--- config.mk ---
export PLATFORM = sky130hd
export DESIGN_NAME = lqs_ctrl
export DESIGN_NICKNAME = d
export VERILOG_FILES = /design/src/rtl/lqs_pkg.sv /design/src/rtl/lqs_ctrl.sv
export SDC_FILE = /design/constraint.sdc
export NUM_CORES = 1
export LEC_CHECK = 0
export BUFFER_PORTS_ARGS = -buffer_cell sky130_fd_sc_hd__buf_2
export CAP_MARGIN = 20
export CORE_AREA = 2 2 39 41
export CTS_CLUSTER_DIAMETER = 150
export DETAILED_ROUTE_END_ITERATION = 16
export DIE_AREA = 0 0 41 43
export GPL_TIMING_DRIVEN = 0
export SLEW_MARGIN = 10
export SYNTH_ARGS = -nofsm -noshare
export SYNTH_HDL_FRONTEND = slang
export SYNTH_SLANG_ARGS = --single-unit
--- constraint.sdc ---
create_clock -name clk -period 1.4 [get_ports clk]
set_input_delay 0 -clock clk [delete_from_list [all_inputs] [get_ports clk]]
set_output_delay 0 -clock clk [all_outputs]
set_load 0.02 [all_outputs]
--- src/rtl/lqs_pkg.sv ---
package lqs_pkg;

  // payload of one input transaction
  typedef struct packed {
    logic [1:0]         operation;
    logic signed [31:0] item_value;
  } in_item_t;

  // payload of one result transaction
  typedef struct packed {
    logic [1:0]         status;
    logic signed [31:0] out_value;
    logic [7:0]         position;
  } out_item_t;

  // operation codes
  localparam logic [1:0] OP_ENQ  = 2'd0;
  localparam logic [1:0] OP_DEQ  = 2'd1;
  localparam logic [1:0] OP_SRCH = 2'd2;

  // result status codes
  localparam logic [1:0] ST_OK       = 2'd0;
  localparam logic [1:0] ST_FULL     = 2'd1;
  localparam logic [1:0] ST_EMPTY    = 2'd2;
  localparam logic [1:0] ST_NOTFOUND = 2'd3;

  // which result the datapath builds
  typedef enum logic [2:0] {
    RES_OK,
    RES_FULL,
    RES_EMPTY,
    RES_DEQ,
    RES_FOUND,
    RES_NOTFOUND
  } res_sel_t;

  typedef enum logic [1:0] {
    S_IDLE,
    S_DEQ,
    S_SRCH
  } lqs_state_t;

  // controller to datapath
  typedef struct packed {
    logic     load;
    logic     enq;
    logic     deq;
    logic     step;
    logic     scan;
    logic     emit;
    res_sel_t res_sel;
  } lqs_cmd_t;

  // datapath to controller
  typedef struct packed {
    logic nonempty;
    logic full;
    logic hit;
    logic last;
  } lqs_stat_t;

endpackage

--- src/rtl/lqs_ctrl.sv ---
module lqs_ctrl
  import lqs_pkg::*;
(
  input  logic       clk,
  input  logic       rst_n,
  input  logic       start,
  input  logic [1:0] operation,
  input  lqs_stat_t  stat,
  output lqs_cmd_t   cmd,
  output logic       busy
);

  lqs_state_t state_r, state_nxt;

  always_ff @(posedge clk) begin
    if (!rst_n) begin
      state_r <= S_IDLE;
    end else begin
      state_r <= state_nxt;
    end
  end

  always_comb begin
    state_nxt   = state_r;
    cmd         = '0;
    cmd.res_sel = RES_OK;
    case (state_r)
      S_IDLE: begin
        if (start) begin
          case (operation)
            OP_ENQ: begin
              cmd.emit = 1'b1;
              if (stat.full) begin
                cmd.res_sel = RES_FULL;
              end else begin
                cmd.enq     = 1'b1;
                cmd.res_sel = RES_OK;
              end
            end
            OP_DEQ: begin
              if (!stat.nonempty) begin
                cmd.emit    = 1'b1;
                cmd.res_sel = RES_EMPTY;
              end else begin
                cmd.load  = 1'b1;
                state_nxt = S_DEQ;
              end
            end
            OP_SRCH: begin
              if (!stat.nonempty) begin
                cmd.emit    = 1'b1;
                cmd.res_sel = RES_EMPTY;
              end else begin
                cmd.load  = 1'b1;
                state_nxt = S_SRCH;
              end
            end
            default: begin
              cmd.emit    = 1'b1;
              cmd.res_sel = RES_OK;
            end
          endcase
        end
      end
      S_DEQ: begin
        cmd.deq     = 1'b1;
        cmd.emit    = 1'b1;
        cmd.res_sel = RES_DEQ;
        state_nxt   = S_IDLE;
      end
      S_SRCH: begin
        cmd.scan = 1'b1;
        if (stat.hit) begin
          cmd.emit    = 1'b1;
          cmd.res_sel = RES_FOUND;
          state_nxt   = S_IDLE;
        end else if (stat.last) begin
          cmd.emit    = 1'b1;
          cmd.res_sel = RES_NOTFOUND;
          state_nxt   = S_IDLE;
        end else begin
          cmd.step = 1'b1;
        end
      end
      default: begin
        state_nxt = S_IDLE;
      end
    endcase
  end

  assign busy = (state_r != S_IDLE);

`ifndef NO_ASSERTIONS
  // a search or dequeue only runs on a held word
  a_busy_nonempty: assert property (@(posedge clk) disable iff (!rst_n)
    (state_r != S_IDLE) |-> stat.nonempty)
    else $error("busy on empty queue");
`endif

endmodule

=== Word level (Yosys, flattened, before mapping) ===
Cells that the tools add are included.
Widths: inputs -> output; s select.

* Word-level logic and storage cells: 39
* Flip-flop bits (word level): 2
* Bits of input ports: 9

* Eq/ne operators: 9
* Reductions and logical operators: 5
* Mux-type cells: 24

{| class="wikitable"
|+ Operators by type and width
! operator !! number
|-
| $mux 2 || 8
|-
| $mux 4 || 4
|-
| $pmux 4 s3 || 1
|-
| $ne 3x3->1 const B || 3
|-
| $mux 1 || 8
|-
| $pmux 2 s2 || 2
|-
| $pmux 4 s2 || 1
|-
| $reduce_and 5->1 || 1
|-
| $eq 2x1->1 const B || 2
|-
| $eq 2x2->1 const B || 2
|-
| $logic_not 2->1 || 2
|-
| $ne 3x1->1 const B || 1
|-
| $ne 2x2->1 const B || 1
|-
| $reduce_bool 2->1 || 1
|-
| $reduce_or 2->1 || 1
|}

=== Longest topological paths before layout ===
* Word-level depth: 5
* Depth in mapped cells: 5
* Depth with buffers taken out: 5

=== Least setup slack after synthesis ===
Ideal clock, no wire load.

* Kind: reg-to-output
* Start: register state_r[1]
* End: output port cmd[2] in the netlist's numbering
* Arrival: 1,179 ps
* Stages on the path, launching flop included: 3
* Slack: 221 ps
* Buffers on the path: 0
* Cells stage by stage: dfxtp_1 -> nor2b_1 -> nor2b_1

{| class="wikitable"
|+ RTL lines
! item !! RTL line !! source
|-
| from (decl) || lqs_ctrl.sv:13 || <nowiki>lqs_state_t state_r, state_nxt;</nowiki>
|-
| from (signal assigned) || lqs_ctrl.sv:19 || <nowiki>state_r <= state_nxt;</nowiki>
|-
| to (decl) || lqs_ctrl.sv:9 || <nowiki>output lqs_cmd_t cmd,</nowiki>
|}

==> impl_results.md <==
* Run status: completed
* Worst endpoint required time at between 1 and 1.5 ns
* DR WL/cell at 8.137 µm
* Worst setup slack for register-to-register paths at between 0.4 and 0.5 ns
* Number of max-capacitance violations reported at 0
* Type of the setup path with the least slack: reg2out
* Total negative setup slack at 0 ns
* Worst R2R Start: state_r[1]
* Total wirelength of the detailed-routed design at 594 µm
* Number of failing hold endpoints at the final stage at 0
* Core Box Area at 1384 µm²
* Most used flip-flop cell after synthesis: sky130_fd_sc_hd__dfxtp_1
* #FFs+latches synth at 2
* Pleak at 0.2276 nW
* Average instance area after synthesis at 7.160 µm²
* Proportion of netlist area held by the largest area contributor at 19.42%
* Beginning of the critical path: state_r[1]
* Power density over the cells at 667.4 nW/µm²
* Clock insertion delay at the later pin of the skew report at 0.22 ns
* Crit end category: output pin
* Count of instances resized after the clock tree is built at 0
* Initial antenna violation count at 0
* Data arrival time at the worst-slack endpoint at around 1.2 ns
* Num CTS Buffers at 3
* Final estimated routing congestion in global placement at 0.6827
* Level count of the clock H-tree at 1
* Clk buf depth at 2
* Overall routing resource usage at 7.214%
* Unrepaired setup endpoints after global routing: false
* Yosys warns at 0
* Largest registers ranked by flip-flop count: state_r x2
* Largest cells by area after synthesis: sky130_fd_sc_hd__ha_1 (19%), sky130_fd_sc_hd__dfxtp_1 (16%), sky130_fd_sc_hd__nor2b_1 (9.7%), sky130_fd_sc_hd__inv_1 (7.3%), sky130_fd_sc_hd__nor2_1 (7.3%)
* Die area at 1763 µm²
* Highest Clock Rate at 849.0 MHz
* Post-Synthesis Cell Area at 257.7 µm²
* Crit path time final at roughly 1.2 ns
* Capturing instance or port of the critical path: cmd[8]
* CTS Sinks at 2
* Mapped Cells at 36
* Relative slew slack at 82.10%
* Top-level I/O count at 19
* Post-CTS Hold Fix Bufs at 0
* Worst slew pin tran at 0.2678 ns
* Top cells by instance count after synthesis: sky130_fd_sc_hd__inv_1 (5), sky130_fd_sc_hd__nor2_1 (5), sky130_fd_sc_hd__ha_1 (4), sky130_fd_sc_hd__nand2_1 (4), sky130_fd_sc_hd__nor2b_1 (4)
* DRC violations left at 0
* Max FFs per register at 2
* Average vias per placed instance at 4.014
* Sum of net half-perimeters after detailed placement at 519.3 µm
* Clk Tree Root Cell: sky130_fd_sc_hd__clkbuf_4
* Fraction of final layout cells with drive strength greater than 1 at 43.86%
* Final net count at 72
* Horiz. Die Dim at 41 µm
* Layout overhead on the synthesized area at 51.46%
* Initial drt markers at 1
* Overflow after GRT at 0
* Syn Nets at 49
* Distinct cells, synth at 17
* Antenna Violating Nets Remaining at 0
* Starting density of the core at 18.63%
* Sequential fraction of the synthesis area at between 10% and 20%
* Class of the tightest hold or removal check: in2reg
* Worst reg2reg path endpoint: state_r[1]
* Asr flop ratio synth at 0%
* Router iterations before antenna repair at 2
* Peak VDD IR at 0.0001539 V
* Chip height at 43 µm
* Number of rows in the core area at 14
* Max Transition Viols Final at 0
* Worst-path clk slew at 0.03 ns
* Vias at 293
* Antenna diode instance count at 0
* Clock tree from TritonCTS: yes
* FF-to-FF path depth at 3
* Number of global-route vias before repair at 220
* Cell count of the worst hold path at 3
* EDFF count, synth at 0
* Crit path launch type: flop
* Overall Power at 0.2605 mW
* Global-route wire length before repair at 793 µm
* Cell taking the most area after synthesis: sky130_fd_sc_hd__ha_1
* Worst clock skew at approximately 0.0020 ns
* Most flops, register: state_r
* Post-CTS repair timing setup buffer count at 0
* Hold path start: rst_n
* Quantity of I/O buffers inserted on ports at 18
* Maximum fanout along the worst path at 7
* Final setup violation count at 0
* Maximum number of pins on one net before global-route repair at 8
* Share of the clock period used by the worst path after layout at between 80% and 90%
-- worst max-delay path, cell delays in order, from the launching register on --
cell	delay [ns]
sky130_fd_sc_hd__dfxtp_1	0.35
sky130_fd_sc_hd__nor2_2	0.22
sky130_fd_sc_hd__nand3_2	0.13
sky130_fd_sc_hd__nor2_1	0.09
sky130_fd_sc_hd__buf_2	0.16
-- final cells by class --
class	instances	area, µm²
timing repair buffer	18	90.09
tap	16	20.02
clock buffer	3	22.52
inverter	5	18.77
fill	158	993.5
sequential	2	40.04
multi-input combinational	29	198.9
-- worst min path at each step --
stage | to | slack, ns
2_1_floorplan | cmd[5] | 0.06
3_3_place_gp | state_r[1] | 0.23
3_5_place_dp | state_r[1] | 0.24
4_1_cts | state_r[1] | 0.001
5_1_grt | state_r[1] | 0.03
6_report | state_r[1] | 0.01
-- cell families (layout without fill, tap and decap cells) --
| kind of cell | count (synthesis) | count (layout) | synth area share (%) |
|---|---|---|---|
| AO/OA/AOI/OAI | 6 | 6 | 15.05 |
| adder cells (fa/ha/maj) | 4 | 4 | 19.42 |
| buffers and inverters | 5 | 26 | 7.282 |
| flip-flops | 2 | 2 | 15.53 |
| AND/OR/NAND/NOR | 19 | 19 | 42.72 |
-- per-stage QoR --
stage,worst slack (ns),std cells,util (%),area (µm²),hold slack (ns)
2_1_floorplan,0.2213,36,-,257.7,0.05696
3_3_place_gp,0.3454,70,26.58,367.9,0.2342
3_5_place_dp,0.3387,70,26.58,367.9,0.2368
4_1_cts,0.1839,73,28.21,390.4,0.001036
5_1_grt,0.1111,73,28.21,390.4,0.02723
6_report,0.2221,73,28.21,390.4,0.01105
-- routing by layer --
metal / track usage (%) / share of wire [%]
met4: 8.000 / 0
met3: 3.141 / 11
met2: 9.375 / 44
met1: 7.668 / 45
met5: 0 / 0
-- placed cells by master (no fill, tap or decap), drive strengths merged --
master  netlist  final
nor2          6      6
ha            4      4
nand2         4      4
a31oi         1      1
buf           0     18
a22oi         1      1
a21oi         1      1
nor3          1      1
dfxtp         2      2
nor2b         4      4
clkbuf        0      3
o21a          1      1
inv           5      5
o21ai         1      1
nand3         3      3
o31ai         1      1
nor4b         1      1
-- power by group --
part	internal [mW]	total, mW	switching (mW)
Sequential	0.0585	0.0602	0.00173
Clock	0.0944	0.126	0.0311
Combinational	0.0303	0.0748	0.0445
Note: power is estimated with default switching activity, not from simulation.
